## src/hdl/fbrs_pkg.sv

```systemverilog
// fbrs_pkg: shared types and constants of the framebuffer rectangle scroll unit.
// Coordinate and clip types, command and register codes, result record.
// No dependencies.
package fbrs_pkg;

   localparam int CW         = 12;
   localparam int DIM_W      = 10;
   localparam int OUT_PIXEL_W = 32;

   typedef logic signed [CW-1:0] coord_type;
   typedef logic [DIM_W-1:0]     dim_type;

   localparam logic [1:0] CMD_WRITE  = 2'd0;
   localparam logic [1:0] CMD_READ   = 2'd1;
   localparam logic [1:0] CMD_SCROLL = 2'd2;

   localparam logic CSR_IMAGE_WIDTH  = 1'b0;
   localparam logic CSR_IMAGE_HEIGHT = 1'b1;

   typedef struct packed {
      coord_type x0;
      coord_type x1;
      coord_type y0;
      coord_type y1;
   } clip_type;

   typedef struct packed {
      logic [OUT_PIXEL_W-1:0] pixel;
      logic                   ok;
      logic                   moved;
   } result_type;

endpackage

```

## src/hdl/fbrs_seq.sv

```systemverilog
// fbrs_seq: command sequencer: pixel access, scroll scan with read/write-back, result register.
// Drives the fbrs_store ports; takes the clip from fbrs_clip; uses fbrs_pkg.
module fbrs_seq #(
   parameter int MAX_WIDTH  = 256,
   parameter int PIXEL_BITS = 32,
   parameter int AW         = 16
) (
   input  logic                  clock,
   input  logic                  reset,
   input  logic                  req_valid,
   output logic                  req_ready,
   input  logic [1:0]            req_cmd,
   input  logic signed [9:0]     req_pos_x,
   input  logic signed [9:0]     req_pos_y,
   input  logic signed [9:0]     req_shift_x,
   input  logic signed [9:0]     req_shift_y,
   input  logic [31:0]           req_pixel_in,
   input  fbrs_pkg::clip_type    clip,
   input  fbrs_pkg::dim_type     img_w,
   input  fbrs_pkg::dim_type     img_h,
   output logic                  mem_wr_en,
   output logic [AW-1:0]         mem_wr_addr,
   output logic [PIXEL_BITS-1:0] mem_wr_data,
   output logic                  mem_rd_en,
   output logic [AW-1:0]         mem_rd_addr,
   input  logic [PIXEL_BITS-1:0] mem_rd_data,
   output logic                  rsp_valid,
   input  logic                  rsp_ready,
   output logic [31:0]           rsp_pixel_out,
   output logic                  rsp_ok,
   output logic                  rsp_moved
);

   typedef enum logic [5:0] {
      ST_IDLE  = 6'b000001,
      ST_READ  = 6'b000010,
      ST_SETUP = 6'b000100,
      ST_SCAN  = 6'b001000,
      ST_DRAIN = 6'b010000,
      ST_FIN   = 6'b100000
   } state_type;

   function automatic logic [AW-1:0] addr_of(fbrs_pkg::coord_type x, fbrs_pkg::coord_type y);
      return AW'($unsigned(y)) * AW'(MAX_WIDTH) + AW'($unsigned(x));
   endfunction

   state_type            state_ff, state_in;
   fbrs_pkg::result_type res_ff, res_in;
   fbrs_pkg::result_type rsp_ff, rsp_in;
   logic                 rsp_valid_ff, rsp_valid_in;
   fbrs_pkg::clip_type   clip_ff, clip_in;
   fbrs_pkg::coord_type  ox_ff, ox_in, oy_ff, oy_in;
   fbrs_pkg::coord_type  cx_ff, cx_in, cy_ff, cy_in;
   fbrs_pkg::coord_type  x_first_ff, x_first_in, x_last_ff, x_last_in, y_last_ff, y_last_in;
   logic                 rev_x_ff, rev_x_in, down_ff, down_in;
   logic                 wr_pend_ff, wr_pend_in;
   logic [AW-1:0]        wr_addr_ff, wr_addr_in;
   fbrs_pkg::coord_type  px, py, w, h;
   logic                 img_ok, pix_hit, out_free;

   always_comb begin
      px       = fbrs_pkg::CW'(req_pos_x);
      py       = fbrs_pkg::CW'(req_pos_y);
      w        = $signed({2'b00, img_w});
      h        = $signed({2'b00, img_h});
      img_ok   = (img_w != '0) && (img_h != '0);
      pix_hit  = img_ok && (px >= 0) && (px < w) && (py >= 0) && (py < h);
      out_free = !rsp_valid_ff || rsp_ready;

      state_in   = state_ff;
      res_in     = res_ff;
      clip_in    = clip_ff;
      ox_in      = ox_ff;
      oy_in      = oy_ff;
      cx_in      = cx_ff;
      cy_in      = cy_ff;
      x_first_in = x_first_ff;
      x_last_in  = x_last_ff;
      y_last_in  = y_last_ff;
      rev_x_in   = rev_x_ff;
      down_in    = down_ff;
      wr_pend_in = 1'b0;
      wr_addr_in = wr_addr_ff;
      req_ready  = (state_ff == ST_IDLE);

      mem_wr_en   = wr_pend_ff;
      mem_wr_addr = wr_addr_ff;
      mem_wr_data = mem_rd_data;
      mem_rd_en   = 1'b0;
      mem_rd_addr = '0;

      case (state_ff)
         ST_IDLE: begin
            if (req_valid) begin
               res_in = '0;
               case (req_cmd)
                  fbrs_pkg::CMD_WRITE: begin
                     res_in.ok   = pix_hit;
                     mem_wr_en   = pix_hit;
                     mem_wr_addr = addr_of(px, py);
                     mem_wr_data = req_pixel_in[PIXEL_BITS-1:0];
                     state_in    = ST_FIN;
                  end
                  fbrs_pkg::CMD_READ: begin
                     res_in.ok   = pix_hit;
                     mem_rd_en   = pix_hit;
                     mem_rd_addr = addr_of(px, py);
                     state_in    = pix_hit ? ST_READ : ST_FIN;
                  end
                  fbrs_pkg::CMD_SCROLL: begin
                     res_in.ok = img_ok;
                     clip_in   = clip;
                     ox_in     = fbrs_pkg::CW'(req_shift_x);
                     oy_in     = fbrs_pkg::CW'(req_shift_y);
                     state_in  = img_ok ? ST_SETUP : ST_FIN;
                  end
                  default: begin
                     state_in = ST_FIN;
                  end
               endcase
            end
         end
         ST_READ: begin
            res_in.pixel = fbrs_pkg::OUT_PIXEL_W'(mem_rd_data);
            state_in     = ST_FIN;
         end
         ST_SETUP: begin
            rev_x_in   = (oy_ff == 0) && (ox_ff > 0);
            down_in    = (oy_ff > 0);
            x_first_in = rev_x_in ? fbrs_pkg::CW'(clip_ff.x1 - 1) : clip_ff.x0;
            x_last_in  = rev_x_in ? clip_ff.x0 : fbrs_pkg::CW'(clip_ff.x1 - 1);
            cx_in      = x_first_in;
            cy_in      = down_in ? fbrs_pkg::CW'(clip_ff.y1 - 1) : clip_ff.y0;
            y_last_in  = down_in ? clip_ff.y0 : fbrs_pkg::CW'(clip_ff.y1 - 1);
            if ((clip_ff.x0 < clip_ff.x1) && (clip_ff.y0 < clip_ff.y1)) begin
               res_in.moved = 1'b1;
               state_in     = ST_SCAN;
            end else begin
               state_in = ST_FIN;
            end
         end
         ST_SCAN: begin
            mem_rd_en   = 1'b1;
            mem_rd_addr = addr_of(cx_ff, cy_ff);
            wr_pend_in  = 1'b1;
            wr_addr_in  = addr_of(cx_ff + ox_ff, cy_ff + oy_ff);
            if (cx_ff == x_last_ff) begin
               cx_in = x_first_ff;
               if (cy_ff == y_last_ff) begin
                  state_in = ST_DRAIN;
               end else begin
                  cy_in = down_ff ? fbrs_pkg::CW'(cy_ff - 1) : fbrs_pkg::CW'(cy_ff + 1);
               end
            end else begin
               cx_in = rev_x_ff ? fbrs_pkg::CW'(cx_ff - 1) : fbrs_pkg::CW'(cx_ff + 1);
            end
         end
         ST_DRAIN: begin
            state_in = ST_FIN;
         end
         ST_FIN: begin
            if (out_free) begin
               state_in = ST_IDLE;
            end
         end
         default: begin
            state_in = ST_IDLE;
         end
      endcase

      rsp_valid_in = rsp_valid_ff && !rsp_ready;
      rsp_in       = rsp_ff;
      if ((state_ff == ST_FIN) && out_free) begin
         rsp_valid_in = 1'b1;
         rsp_in       = res_ff;
      end
   end

   always_ff @(posedge clock) begin
      if (reset) begin
         state_ff     <= ST_IDLE;
         rsp_valid_ff <= 1'b0;
         wr_pend_ff   <= 1'b0;
      end else begin
         state_ff     <= state_in;
         rsp_valid_ff <= rsp_valid_in;
         wr_pend_ff   <= wr_pend_in;
      end
   end

   always_ff @(posedge clock) begin
      res_ff     <= res_in;
      rsp_ff     <= rsp_in;
      clip_ff    <= clip_in;
      ox_ff      <= ox_in;
      oy_ff      <= oy_in;
      cx_ff      <= cx_in;
      cy_ff      <= cy_in;
      x_first_ff <= x_first_in;
      x_last_ff  <= x_last_in;
      y_last_ff  <= y_last_in;
      rev_x_ff   <= rev_x_in;
      down_ff    <= down_in;
      wr_addr_ff <= wr_addr_in;
   end

   assign rsp_valid     = rsp_valid_ff;
   assign rsp_pixel_out = rsp_ff.pixel;
   assign rsp_ok        = rsp_ff.ok;
   assign rsp_moved     = rsp_ff.moved;

endmodule

```

## config.mk

```make
export PLATFORM = sky130hd
export DESIGN_NAME = fbrs_seq
export DESIGN_NICKNAME = d
export VERILOG_FILES = /design/src/hdl/fbrs_pkg.sv /design/src/hdl/fbrs_seq.sv
export SDC_FILE = /design/constraint.sdc
export NUM_CORES = 1
export LEC_CHECK = 0
export ABC_AREA = 1
export BUFFER_PORTS_ARGS = -buffer_cell sky130_fd_sc_hd__buf_4
export CAP_MARGIN = 10
export CORE_MARGIN = 2
export CORE_UTILIZATION = 55
export CTS_CLUSTER_DIAMETER = 150
export DETAILED_ROUTE_END_ITERATION = 10
export GPL_TIMING_DRIVEN = 0
export HOLD_SLACK_MARGIN = 0.06
export PLACE_DENSITY = 0.92
export SYNTH_ARGS = -nofsm -noshare
export SYNTH_HDL_FRONTEND = slang
export SYNTH_SLANG_ARGS = --single-unit
```

## constraint.sdc

```tcl
create_clock -name clock -period 6.16 [get_ports clock]
set_input_delay 1.232 -clock clock [delete_from_list [all_inputs] [get_ports clock]]
set_output_delay 1.232 -clock clock [all_outputs]
set_load 0.05 [all_outputs]
```

# Word level (Yosys, flattened, before mapping)
# Cells that the tools add are included.
# word_totals
reg_bits,222
input_bits,178
output_inout_bits,102
word_cells,127
# classes
add_sub_neg,11
magnitude_cmp,8
n_eq_ne,16
mux,42
n_reduce_logical,27
# op_table
op,n
$mux W12,9
$mux W32,3
$mux W16,5
$pmux W32 S2,1
$add A16 B12 Y16,3
$pmux W12 S2,2
$sub A12 B2 Y12 const B,4
$mux W6,7
$mux W34,1
$logic_not A32 Y1,1
$pmux W16 S2,1
$pmux W6 S5,1
$add A12 B2 Y12 const B,2
$eq A12 B12 Y1,2
$lt A12 B12 Y1,2
$lt A10 B11 Y1,2
$ge A10 B1 Y1 const B,2
$gt A10 B1 Y1 const B,2
$reduce_bool A10 Y1,2
$add A12 B10 Y12,1
$ne A2 B2 Y1 const B,6
$pmux W6 S2,1
$logic_and A1 B1 Y1,9
$reduce_and A3 Y1,3
other kinds (18),32

# Logic depth before layout (Yosys ltp)
# logic_depth
word_depth,10
ltp_mapped,19

# Worst setup path after synthesis
# No wires, ideal clock.
# synth_path
kind,input to register
from,in req_cmd[0]
to,"reg clip_ff[0] in the netlist's numbering, enable pin"
t_arrival_ps,4339
slack_ps,1326
cell_stages,4
n_path_buf,0
cell_sequence,inv_1 -> ha_1 -> inv_1 -> nor2_1
# synth_between
elab_chain_cells,2
# synth_lines
item,line_no,source
start: declaration,fbrs_seq.sv:12,"input logic [1:0] req_cmd,"
$eq A2 B2 Y1,fbrs_seq.sv:96,case (req_cmd)
$reduce_and A3 Y1 (no line),n/a,
end signal: assignment,fbrs_seq.sv:194,clip_ff <= clip_in;
end: declaration,fbrs_seq.sv:51,"fbrs_pkg::clip_type clip_ff, clip_in;"
# No other way between the ends.
# A chain may end at the register's enable or synchronous reset.

# Final worst setup path
# layout_path
from,in req_pos_x[9]
to,out mem_rd_addr[15]
# layout_between
elab_chain_cells,4
# layout_lines
item,line_no,source
start: declaration,fbrs_seq.sv:13,"input logic signed [9:0] req_pos_x,"
$add A16 B12 Y16,fbrs_seq.sv:44,return AW'($unsigned(y)) * AW'(MAX_WIDTH) + AW'($unsigned(x));
$mux W16,fbrs_seq.sv:96,
$mux W16,fbrs_seq.sv:94,if (req_valid) begin
$pmux W16 S2,fbrs_seq.sv:92,case (state_ff)
end: declaration,fbrs_seq.sv:25,"output logic [AW-1:0] mem_rd_addr,"
# No other way between the ends.

==> results.md <==
- Worst reg-to-reg setup slack: ~2.5 ns
- ANT nets after route: 0
- Seq/Total Area, Yosys: 50.9%
- Worst Hold Depth: 0
- Area contributors post-synth: edfxtp_1 50%, ha_1 9.1%, nand2_1 8.7%, inv_1 5.9%, o21ai_0 4.7%
- Port Buffers: 279
- Clk_lat worst skew: slightly above 0.5 ns
- Longest Clk Path Bufs: 3
- Most frequent cells in the layout: 299 x nand2_1, 281 x buf_4, 214 x edfxtp_1
- Setup TNS: 0 ns
- Most common cell after layout, fill and taps aside: nand2_1
- Pre-antenna DRT Iters: 6
- Synthesis-stage register bit count: 222
- Synth unique cells: 40
- Final setup fails: 0
- Max Slew Vio Count: 0
- CTS resizes: 0
- Final hold vios: 0
- Top cell type's share of synthesized area: 49.7%
- CTS Buf Count: 23
- Area grow syn2layout: 26.1%
- Maximum vdd ir drop: roughly 0.00023 V
- Fin Clk Skew: 0.0128 ns
- Number of global-route vias before repair: 10844
- Detailed Route WL: 34400 µm
- Initial antenna violation count: 0
- Post-Synthesis Cells: 1393
- Worst Setup End Kind: primary output
- FFs w/ async S/R, synth: 0%
- Vias: 11033
- Total grt overflow: 0
- Final Wtd Congestion: between 0.9 and 1
- Hold-fix buffers, CTS: 0
- Max FO, Critical Path: 5
- I/O pin count: 280
- Final nets: ~2000
- Hold Crit Class: reg2reg
- Final period util: 70.1%
- R2r endpoint: wr_addr_ff[15]$_DFFE_PP_
- GRT Util Overall: 27.2%
- Initial Utilization: 55.6%
- RSZ-0062 raised after global routing: no
- First-pass GRT wire length: 53300 µm
- Largest net degree at the start of global routing: 36
- Max Cap Viol: 0
- Part of the power in the clock network: a little under two fifths
- Post-Syn Area: 0.0129 mm²
- Antenna diode count: 0
- Clk sink count: about 220
- CTS root buffer: clkbuf_16
- HP Start: res_ff[29]$_DFFE_PP_
- Detailed Place HPWL: 26900 µm
- Hold endpoint: rsp_pixel_out[27]$_DFFE_PP_
- Post-CTS setup repair buffer count: 0
- Crit path launch type: primary input
- Initial DRC count: 793
- Syn avg cell area: 9.28 µm²
- Actual slew at the worst max-slew pin: roughly 1.2 ns
- DR WL/cell: 16.9 µm
- Cell Pwr Density: 229 mW/mm²
- Core Area: 0.0233 mm²
- Die X: 157 µm
- P_leak: 7.41 nW
- Flop pwr share: 46.8%
- Die Area: 0.0248 mm²
- Rel. slew slack: 23.1%
- Number of vias per cell: between 5 and 6
- R2R depth: 19
- CTS tree: done
- Critical path arrival: 3.09 ns
- Critical Setup Path Class: in2out
- Status: finished, final reports clean
- Max H-tree Level: 1
- Worst EP required: just under 5 ns
- Die Height: ~160 µm
- Clk slew on worst S/H paths: around 0.060 ns
- Cell taking the most area after synthesis: edfxtp_1
- Total power: between 3 and 4 mW
- P_int: 2.79 mW
- Switch Pwr: 0.949 mW
- Share of layout cells above drive strength 1: 20.1%
- Yosys warns: 0
- Core Util, Final: between 70% and 80%
- Max Freq: about 230 MHz
- Row cnt: 56
- Ys flop type: edfxtp_1
- Worst r2r src: cx_ff[2]$_DFFE_PP_
- Logic pwr share: 15.7%
- WHS: 0.416 ns
- EDFF count, synth: 214
- Switching share of power: 25.4%
- Syn nets: 1672
- DRC errors left: 0
- Final min period: between 4 and 5 ns
[power groups by stage]
stage	clock, mW	sequential [mW]	combinational [mW]
detailed placement	0	1.78	0.573
CTS	1.42	1.75	0.576
finish	1.40	1.75	0.587
global route	1.47	1.75	0.637
global placement	0	1.78	0.545
floorplan	0	1.80	0.323
[logic make-up after synthesis]
kind of cell,synth area share [%]
fa+ha+maj,10.2
xor+xnor,5.49
flops,50.9
buf+inv,7.23
compound gates,10.3
simple gates,15.9
[metrics by stage]
stage	setup WS [ns]	cell area (µm²)	std cells
after global routing	1.72	16300	2036
after floorplan	1.33	12900	1393
after detailed placement	1.88	15500	1994
final	1.84	16300	2036
after CTS	1.60	16300	2034
after global placement	0.0861	15400	1991
[cell type report]
type / instances / area [µm²]
fillers: 1582 / 6950
well taps: 319 / 399
flip-flops and latches: 222 / 6590
clock inverters: 14 / 169
multi-input cells: 931 / 5430
clock buffers: 26 / 587
repair buffers: 284 / 2200
inverters: 209 / 785
plain buffers: 31 / 150
[how the worst max path moves through the flow]
stage               cells past startpoint                      from  slack [ns]               endpoint
detailed placement                     12              req_pos_x[9]        1.88        mem_rd_addr[15]
finish                                 12              req_pos_x[9]        1.84        mem_rd_addr[15]
global route                           12  state_ff[2]$_SDFFE_PP0P_        1.72        mem_wr_data[28]
floorplan                               4                req_cmd[0]        1.33   clip_ff[0]$_DFFE_PP_
CTS                                     7  state_ff[4]$_SDFFE_PP0P_        1.60         mem_rd_addr[8]
global placement                        5                req_cmd[0]        0.09  clip_ff[47]$_DFFE_PP_
[Yosys cell counts (21+ instances only)]
library cell and instances:
nor2_1 113, o21ai_0 121, a21oi_1 71, ha_1 94
xnor2_1 33, edfxtp_1 214, nor3_1 21, inv_1 204
nand2_1 299, nand3_1 41, xor2_1 48, clkbuf_1 23
[sequential cells by signal, indices dropped and copies added, names as in the netlist]
register	cells
clip_ff	48
cx_ff	12
cy_ff	12
down_ff	1
ox_ff	10
oy_ff	10
res_ff	34
rev_x_ff	1
rsp_moved	1
rsp_ok	1
rsp_pixel_out	32
rsp_valid	1
state_ff	6
wr_addr_ff	16
wr_pend_ff	1
x_first_ff	12
x_last_ff	12
y_last_ff	12
[per-layer routing]
layer | global-route usage (%) | part of all wire [%] | wire (µm) | vias to the layer above
met2 | 48.0 | 49 | 16800 | 543
li1 | - | - | - | 5305
met3 | 5.12 | 8.5 | 2930 | 108
met1 | 32.4 | 38 | 13100 | 5077
met5 | 0 | 0 | 0 | -
met4 | 12.0 | 4.4 | 1510 | 0
[critical path, cell delays in order]
cell and delay [ns]:
buf_4 0.14, ha_1 0.35, a21oi_1 0.18, nand2_1 0.11, a21oi_1 0.20, nor2_1 0.06
nand2_1 0.09, nor2_1 0.05, xor2_1 0.19, nand3_1 0.11, nand2_1 0.14, buf_4 0.22
No activity file was read; power rests on OpenSTA's default activity.
