===== config.mk =====
export PLATFORM = sky130hd
export DESIGN_NAME = fbrs_clip
export DESIGN_NICKNAME = d
export VERILOG_FILES = /design/src/hdl/fbrs_pkg.sv /design/src/hdl/fbrs_clip.sv
export SDC_FILE = /design/constraint.sdc
export NUM_CORES = 1
export LEC_CHECK = 0
export BUFFER_PORTS_ARGS = -buffer_cell sky130_fd_sc_hd__buf_4
export CAP_MARGIN = 20
export CORE_MARGIN = 2
export CORE_UTILIZATION = 45
export DETAILED_ROUTE_END_ITERATION = 12
export GPL_ROUTABILITY_DRIVEN = 0
export PLACE_DENSITY = 0.7
export SLEW_MARGIN = 10
export SYNTH_ARGS = -nofsm -noshare
export SYNTH_HDL_FRONTEND = slang
export SYNTH_SLANG_ARGS = --single-unit

===== constraint.sdc =====
create_clock -name vclk -period 18.2
set_input_delay 1.82 -clock vclk [all_inputs]
set_output_delay 1.82 -clock vclk [all_outputs]
set_load 0.05 [all_outputs]

===== src/hdl/fbrs_pkg.sv =====
// fbrs_pkg: shared types and constants of the framebuffer rectangle scroll unit.
// Coordinate and clip types, command and register codes, result record.
// No dependencies.
package fbrs_pkg;

   localparam int CW         = 12;
   localparam int DIM_W      = 10;
   localparam int OUT_PIXEL_W = 32;

   typedef logic signed [CW-1:0] coord_type;
   typedef logic [DIM_W-1:0]     dim_type;

   localparam logic [1:0] CMD_WRITE  = 2'd0;
   localparam logic [1:0] CMD_READ   = 2'd1;
   localparam logic [1:0] CMD_SCROLL = 2'd2;

   localparam logic CSR_IMAGE_WIDTH  = 1'b0;
   localparam logic CSR_IMAGE_HEIGHT = 1'b1;

   typedef struct packed {
      coord_type x0;
      coord_type x1;
      coord_type y0;
      coord_type y1;
   } clip_type;

   typedef struct packed {
      logic [OUT_PIXEL_W-1:0] pixel;
      logic                   ok;
      logic                   moved;
   } result_type;

endpackage


===== src/hdl/fbrs_clip.sv =====
// fbrs_clip: clips a scroll rectangle against the image and the shifted image.
// Combinational; uses fbrs_pkg.
module fbrs_clip (
   input  logic signed [9:0]  pos_x,
   input  logic signed [9:0]  pos_y,
   input  logic [9:0]         rect_width,
   input  logic [9:0]         rect_height,
   input  logic signed [9:0]  shift_x,
   input  logic signed [9:0]  shift_y,
   input  fbrs_pkg::dim_type  img_w,
   input  fbrs_pkg::dim_type  img_h,
   output fbrs_pkg::clip_type clip
);

   function automatic fbrs_pkg::coord_type smax(fbrs_pkg::coord_type a, fbrs_pkg::coord_type b);
      return (a > b) ? a : b;
   endfunction

   function automatic fbrs_pkg::coord_type smin(fbrs_pkg::coord_type a, fbrs_pkg::coord_type b);
      return (a < b) ? a : b;
   endfunction

   fbrs_pkg::coord_type px, py, rw, rh, ox, oy, w, h;

   always_comb begin
      px = fbrs_pkg::CW'(pos_x);
      py = fbrs_pkg::CW'(pos_y);
      ox = fbrs_pkg::CW'(shift_x);
      oy = fbrs_pkg::CW'(shift_y);
      rw = $signed({2'b00, rect_width});
      rh = $signed({2'b00, rect_height});
      w  = $signed({2'b00, img_w});
      h  = $signed({2'b00, img_h});
      clip.x0 = smax(px, smax('0, -ox));
      clip.x1 = smin(px + rw, smin(w, w - ox));
      clip.y0 = smax(py, smax('0, -oy));
      clip.y1 = smin(py + rh, smin(h, h - oy));
   end

endmodule


After elaboration in Yosys (flattened, before gate mapping)
Index checks and enable logic that the tools add are counted.
{ "classes": {"add_sub_neg": 6, "magnitude_cmp": 8, "muxes": 8} }
{ "op_table": {"columns": ["cell", "n"], "rows": [
  ["$mux W12", 8],
  ["$add A10 B11 Y12", 2],
  ["$gt A1 B12 Y1 const A", 2],
  ["$gt A10 B12 Y1", 2],
  ["$lt A11 B12 Y1", 2],
  ["$lt A12 B12 Y1", 2],
  ["$neg A10 Y12", 2],
  ["$sub A11 B10 Y12", 2]
]} }
{ "word_totals": {"ff_bits": 0, "output_inout_bits": 48, "word_cells": 22} }

Logic depth before layout (Yosys ltp)
Gate-level depths: netlist of the first run.
{ "logic_depth": {"depth_word": 5, "mapped_depth": 28} }

Worst setup path before layout of the first run
No wires, ideal clock.
{ "synth_timing": {"path_type": "input-to-output", "startpoint": "input port img_w[0]", "endpoint": "output port clip[25] in the netlist's numbering", "arrival_ps": 7554, "slack_ps": 8826, "cell_stages": 27, "n_path_buf": 2, "path_cell_list": "inv_1 ha_1 inv_1 fa_1 a21o_1 a21oi_1 xor2_1 ha_1 a21oi_1 o21ai_0 and2_1 a2111oi_2 nor3_1 maj3_2 maj3_2 o21ai_1 ha_1 clkbuf_1 mux2i_1 ha_1 o31a_1 o21a_1 o211ai_1 a31oi_1 o21ai_2 buf_2 o21ai_0"} }
{ "synth_rtl": {"columns": ["element", "line_no", "text"], "rows": [
  ["from (decl)", "fbrs_clip.sv:10", "input fbrs_pkg::dim_type img_w,"],
  ["to (decl)", "fbrs_clip.sv:12", "output fbrs_pkg::clip_type clip"]
]} }

==> results of run 1 <==
==> layout make-up <==
cell class | instances | area, µm²
inverters | 73 | 274.0
repair buffers | 129 | 968.4
multi-input cells | 551 | 4225
well taps | 133 | 166.4
fillers | 1002 | 4185
==> where the power goes <==
group          total [mW]  leakage [nW]  switching (mW)  internal [mW]
sequential              0             0               0              0
combinational       0.457          2.94           0.288          0.169
clock                   0             0               0              0
total               0.457          2.94           0.288          0.169
==> layer usage <==
metal	share of wire, %	global-route usage [%]	vias to the layer above
met5	0	0	-
met4	2.0	4.190	0
met3	3.8	1.622	24
met2	48	42.16	119
met1	46	30.41	2317
li1	-	-	2515
==> per-stage QoR <==
step / instance area [µm²] / power (mW)
floorplan: 4572 / 0.3395
finish: 5634 / 0.4565
global route: 5634 / 0.4939
global placement: 5634 / 0.4478
detailed placement: 5634 / 0.4551
CTS: 5634 / 0.4575
==> worst max path at each step <==
stage	start	end	slack, ns
finish	img_w[0]	clip[25]	8.43
detailed placement	img_w[0]	clip[25]	8.44
global route	img_w[0]	clip[33]	7.74
global placement	img_w[0]	clip[34]	8.67
floorplan	img_w[0]	clip[25]	8.83
CTS	img_w[0]	clip[34]	8.42
==> synthesized netlist by cell type, types with 8 or more instances <==
| cell type | instances | area [µm²] |
|---|---|---|
| ha_1 | 102 | 1276 |
| inv_1 | 72 | 270.3 |
| xnor2_1 | 39 | 341.6 |
| xor2_1 | 8 | 70.07 |
| a21oi_1 | 42 | 210.2 |
| a21o_1 | 17 | 127.6 |
| nand3_1 | 14 | 70.07 |
| nor2b_1 | 10 | 62.56 |
| o21ai_0 | 40 | 200.2 |
| nor3_1 | 13 | 65.06 |
| and3_1 | 8 | 50.05 |
| nand2b_1 | 8 | 50.05 |
| nand2_1 | 61 | 229.0 |
| mux2i_1 | 33 | 330.3 |
| o21a_1 | 12 | 90.09 |
| nor2_1 | 43 | 161.4 |
==> cells by family after synthesis <==
logic type | synth area share (%)
adders and majority gates | 30.18
AOI/OAI and AO/OA | 23.58
muxes | 10.27
other | 0.08209
xor gates and xnor gates | 9.011
and+or+nand+nor | 19.28
buffers and inverters | 7.587
==> tightest hold or removal path: cells and delay by family <==
family | cells | cell delay, ns
multiplexers | 1 | 0.05
buffers and inverters | 3 | 0.36
==> impl_results.md, run 1 <==
- # hold bufs at CTS: 0
- Final WL: 13400 µm
- Fin Setup TNS: 0 ns
- Initial antenna violation count: 0
- Maximum vdd drop: 0.00008894 V
- Sequential area share after synthesis: 0%
- Synth Cell Area: 0.004568 mm²
- CP Launch Type: primary input
- Crit Path Class: primary input to primary output
- Port buffer count: 128
- Leakage: 2.939 nW
- DIE AREA: 0.01097 mm²
- Global-route wire length before repair: 21660 µm
- Post-route DRC: 0
- Most frequent cells in the layout: buf_4 (129), ha_1 (102), inv_1 (72)
- Pin count of the biggest net entering global routing: 19
- Hold-critical path depth: 4
- Register Area: 0 µm²
- Post-CTS Setup Inserts: 0
- CP Max Fanout: 18
- I/O pins: 128
- Max Clk Rate: 102.3 MHz
- Drt first pass iters: 5
- Post-CTS Resized: 0
- Violation count after the first detailed-route iteration: 202
- Slew margin rel.: 54.34%
- Final setup viols: 0
- P&R area growth vs syn: 23.34%
- Worst Path Required: 16.38 ns
- CP Buf/Inv Count: 5
- Die Y: 104.8 µm
- Inst Count DP: 886
- Worst slew pin tran: 0.6840 ns
- Data arrival, critical path: 7.95 ns
- WP depth: 28
- Gr usage total: 23.29%
- Setup WS pre-CTS: 8.440 ns
- Status: finished, final reports clean
- Number of nets in the layout: 941
- Critical path's largest stage delay: 0.56 ns
- RSZ-0062 raised after global routing: false
- Pins Over Slew Limit: 0
- Fin crit share: 53.70%
- Synthesized area per cell: 7.194 µm²
- Starting Density: 46.52%
- Min Clock Period, post-route: 9.774 ns
- Worst path slowest cell: o21ai_2
- Hold Path End: clip[14]
- Post-Synthesis Cells: 635
- Largest delay contributor family on the critical path: compound AO/OA/AOI/OAI gates
- Seq cells: 0
- Vias per cell: 5.615
- Via count: 4975
- Non-filler instance count after layout: 886
- Post-detail-place hpwl: 11910 µm
- Core area: 0.009819 mm²
- Yosys Warn Count: 0
- Vias in the first global route: 4710
- Crit path top cell by count: ha_1
- Die X: 104.8 µm
- Grt ovf: 0
- Hold_sp: pos_y[2]
- CLK BUF: 0
- Min-delay worst type: primary input to primary output
- Util after Layout: 57.38%
- Drt wl/cell: 15.12 µm
- Max cap viols: 0
- Hold Worst Slack: 4.056 ns
- Routed Antenna Nets: 0
- Commonest non-fill, non-tap cell in the layout: buf_4
- Setup WS post-layout: 8.426 ns
- Post-synth cell types: 62
- Layout cells sized above 1: 20.58%
- CP endpoint kind: primary output
- Final hold violations: 0
- FP Rows: 36
- Pwr/cell area: 81.03 mW/mm²
- Number of diodes: 0
Power figures use the tool's default switching activity.
==> run 2, diff against run 1 <==
Settings changed: ABC_AREA set to 1, PLACE_DENSITY 0.7 to 0.72.
Clock period 18.2 ns to 8.3 ns, I/O delays scaled along.
==> impl_results.md, run 2 <==
- Min Clock Period, post-route: 6.610 ns
- Core area: 0.01094 mm²
- Most frequent cells in the layout: nand2_1 (259), inv_1 (158), buf_4 (128)
- Post-synth cell types: 35
- Yosys Warn Count: 0
- Vias in the first global route: 5298
- Post-CTS Resized: 0
- Gr usage total: 24.64%
- Flop pwr share: 0%
- Post-detail-place hpwl: 13280 µm
- Via count: 5939
- Hold Worst Slack: 2.070 ns
- Fin Setup TNS: 0 ns
- Net switching power: 0.7344 mW
- Post-CTS Setup Inserts: 0
- DIE AREA: 0.01217 mm²
- Register Area: 0 µm²
- Synth area leaders: ha_1 (25%), nand2_1 (19%), nand3_1 (13%)
- Sw Ratio: 68.71%
- Top-count cell post-synth: nand2_1
- Worst slew pin tran: 0.5595 ns
- Pwr/cell area: 174.6 mW/mm²
- P_int: 0.3344 mW
- Leakage: 3.698 nW
- Final WL: 14990 µm
- Non-filler instance count after layout: 1171
- Slew margin rel.: 62.59%
- Final hold violations: 0
- Layout cells sized above 1: 14.65%
- Vias per cell: 5.072
- CP Max Fanout: 14
- Global-route wire length before repair: 24440 µm
- Data arrival, critical path: 5.78 ns
- Die Y: 110.3 µm
- Port buffer count: 128
- Synthesized area per cell: 5.533 µm²
- Dominant cell type by area after synthesis: ha_1
- Final setup viols: 0
- Synth cell count leaders: nand2_1 (259), inv_1 (158), nand3_1 (127)
- Placed instance area: 0.006121 mm²
- Post-route DRC: 0
- # hold bufs at CTS: 0
- Number of nets in the layout: 1219
- Number of diodes: 0
- Sequential area share after synthesis: 0%
- Min-delay worst type: primary input to primary output
- Synth Cell Area: 0.005085 mm²
- CP endpoint kind: primary output
- Clock Power Share: 0%
- Max Clk Rate: 151.3 MHz
- FP Rows: 38
- Status: finished, final reports clean
- Post-Synthesis Cells: 919
- Logic pwr share: 100.0%
- Initial antenna violation count: 0
- Maximum vdd drop: 0.0002255 V
- Die X: 110.3 µm
- Drt first pass iters: 5
- Fill cells: 1169
- Seq cells: 0
- Pins Over Slew Limit: 0
- Crit Path Class: primary input to primary output
- CLK BUF: 0
- P&R area growth vs syn: 20.37%
- Max cap viols: 0
- Drt wl/cell: 12.80 µm
- Worst Path Required: 7.47 ns
- I/O pins: 128
- Routed Antenna Nets: 0
- Inst Count DP: 1171
- Post-route design area: 0.006121 mm²
- Grt ovf: 0
- Violation count after the first detailed-route iteration: 398
- RSZ-0062 raised after global routing: false
- Share of the synthesized area in the top cell type: 25.10%
- Pin count of the biggest net entering global routing: 18
- Fin crit share: 79.64%
- Commonest non-fill, non-tap cell in the layout: nand2_1
- CP Launch Type: primary input
- Starting Density: 46.50%
==> run 2: final timing paths <==
kind / start / endpoint / slack [ns] / cells past startpoint
hold / removal: pos_x[2] / clip[38] / 2.07 / 4
setup / recovery: img_h[0] / clip[2] / 1.69 / 27
==> run 2: per-layer routing <==
layer	GRT usage (%)	up-vias	part of all wire, %	wire [µm]
li1	-	3205	-	-
met1	34.71	2528	48	7218
met2	42.51	198	44	6626
met3	2.352	8	7.0	1050
met4	1.518	0	0.61	91
met5	0	-	0	0
==> run 2: power by group through the flow <==
| stage | Combinational (mW) | Sequential [mW] | Clock [mW] |
|---|---|---|---|
| after floorplan | 0.783 | 0 | 0 |
| after global placement | 1.06 | 0 | 0 |
| after detailed placement | 1.06 | 0 | 0 |
| after CTS | 1.07 | 0 | 0 |
| after global routing | 1.17 | 0 | 0 |
| final | 1.07 | 0 | 0 |
==> run 2: layout make-up <==
| cell class | count | area (µm²) | share of cell area (%) |
|---|---|---|---|
| Timing Repair Buffer | 128 | 960.9 | 15.70 |
| Inverter | 166 | 623.1 | 10.18 |
| Tap cell | 140 | 175.2 | 2.862 |
| Multi-Input combinational cell | 737 | 4362 | 71.26 |
==> run 2: logic make-up (layout without fill, tap and decap cells) <==
kind of cell	count (synthesis)	count (layout)	synth area share, %
buffers and inverters	183	294	14.30
and+or+nand+nor	492	492	42.30
other	1	2	0.07375
xor gates and xnor gates	33	33	5.684
adders and majority gates	106	106	26.67
AOI/OAI and AO/OA	104	104	10.97
==> run 2: per-stage QoR <==
| stage | utilization (%) | worst slack, ns | total power, mW |
|---|---|---|---|
| after floorplan | - | 2.041 | 0.7828 |
| after global placement | 55.97 | 1.710 | 1.059 |
| after detailed placement | 55.97 | 1.654 | 1.062 |
| after CTS | 55.97 | 1.658 | 1.067 |
| after global routing | 55.97 | 1.119 | 1.170 |
| final | 55.97 | 1.690 | 1.069 |
==> run 2: critical path: stages <==
cell and delay, ns:
buf_4 0.12, inv_1 0.05, ha_1 0.13, inv_1 0.06
fa_1 0.42, nand3_1 0.10, nand3_1 0.13, xnor2_1 0.24
ha_1 0.27, a21oi_1 0.15, nand3_1 0.09, nand3b_1 0.08
nand2_1 0.05, a21oi_1 0.16, ha_1 0.40, inv_2 0.17
or2_2 0.12, a21boi_0 0.25, inv_1 0.07, ha_1 0.29
a21oi_1 0.12, o21ai_0 0.09, a211oi_1 0.38, nand4_1 0.48
nand3_1 0.25, nand2_1 0.09, buf_4 0.20
==> run 3, diff against run 2 <==
Settings changed: PLACE_DENSITY 0.72 to 0.69.
Clock period 8.3 ns to 6.9 ns, I/O delays scaled along.
==> impl_results.md, run 3 (synthesized netlist as in run 2, its figures left out) <==
- Post-detail-place hpwl: 13280 µm
- Die Y: 110.3 µm
- Gr usage total: 23.92%
- Status: finished, final reports clean
- Fin crit share: 92.13%
- Core area: 0.01094 mm²
- CLK BUF: 0
- Drt first pass iters: 6
- Pwr/cell area: 209.0 mW/mm²
- Worst path slowest cell: nand4_1
- Global-route wire length before repair: 23720 µm
- Post-CTS Resized: 0
- Die X: 110.3 µm
- Data arrival, critical path: 5.67 ns
- Drt wl/cell: 12.73 µm
- Worst Path Required: 6.21 ns
- Slew margin rel.: 65.71%
- Violation count after the first detailed-route iteration: 374
- Leakage: 3.698 nW
- CP endpoint kind: primary output
- CP Launch Type: primary input
- Setup WS pre-CTS: 0.5983 ns
- Min Clock Period, post-route: 6.357 ns
- Vias per cell: 5.069
- Maximum vdd drop: 0.0001654 V
- Crit Path Class: primary input to primary output
- Fill cells: 1205
- Vias in the first global route: 5172
- Worst slew pin tran: 0.5129 ns
- P&R area growth vs syn: 20.37%
- WP depth: 28
- RSZ-0062 raised after global routing: false
- Via count: 5936
- Grt ovf: 0
- Number of diodes: 0
- Starting Density: 46.50%
- Post-CTS Setup Inserts: 0
- Initial antenna violation count: 0
- Fin Setup TNS: 0 ns
- Max Clk Rate: 157.3 MHz
- Setup WS post-layout: 0.5428 ns
- Routed Antenna Nets: 0
- Largest delay contributor family on the critical path: simple AND/OR/NAND/NOR gates
- Layout cells sized above 1: 14.65%
- DIE AREA: 0.01217 mm²
- Crit path top cell by count: nand2_1
- I/O pins: 128
- Post-route DRC: 0
- Total power: 1.279 mW
- # hold bufs at CTS: 0
- Commonest non-fill, non-tap cell in the layout: nand2_1
- Critical path's largest stage delay: 0.47 ns
- Hold-critical path depth: 4
- Seq cells: 0
- Max cap viols: 0
- Pins Over Slew Limit: 0
- Min-delay worst type: primary input to primary output
- Number of nets in the layout: 1219
- Final setup viols: 0
- CP Max Fanout: 14
- Most frequent cells in the layout: nand2_1 (259), inv_1 (158), buf_4 (128)
- Register Area: 0 µm²
- Final WL: 14910 µm
- Pin count of the biggest net entering global routing: 18
- Port buffer count: 128
- Final hold violations: 0
- CP Buf/Inv Count: 5
- FP Rows: 38
[run 3: power breakdown]
group	total [mW]	internal, mW	switching (mW)
clock network	0	0	0
logic	1.28	0.401	0.878
registers	0	0	0
total	1.28	0.401	0.878
[run 3: worst paths after layout]
kind,start,slack [ns],to
hold / removal,pos_x[3],1.79,clip[39]
setup / recovery,shift_y[2],0.54,clip[10]
[run 3: area by class of cell]
cell class / instances / area [µm²] / share of cell area, %
multi-input cells: 737 / 4362 / 71.26
repair buffers: 128 / 960.9 / 15.70
inverters: 166 / 623.1 / 10.18
well taps: 140 / 175.2 / 2.862
[run 3: per-stage QoR]
| step | util (%) | hold WS [ns] | instances | cell area [µm²] |
|---|---|---|---|---|
| 2_1_floorplan | - | 1.679 | 920 | 5089 |
| 5_1_grt | 55.97 | 1.814 | 1171 | 6121 |
| 6_report | 55.97 | 1.791 | 1171 | 6121 |
| 4_1_cts | 55.97 | 1.798 | 1171 | 6121 |
| 3_5_place_dp | 55.97 | 1.794 | 1171 | 6121 |
| 3_3_place_gp | 55.97 | 1.793 | 1171 | 6121 |
[run 3: per-layer routing]
layer | GRT usage, % | up-vias | share of wire, %
met4 | 1.071 | 0 | 0.49
li1 | - | 3203 | -
met2 | 37.99 | 172 | 43
met3 | 1.293 | 6 | 6.6
met5 | 0 | - | 0
met1 | 37.08 | 2555 | 50
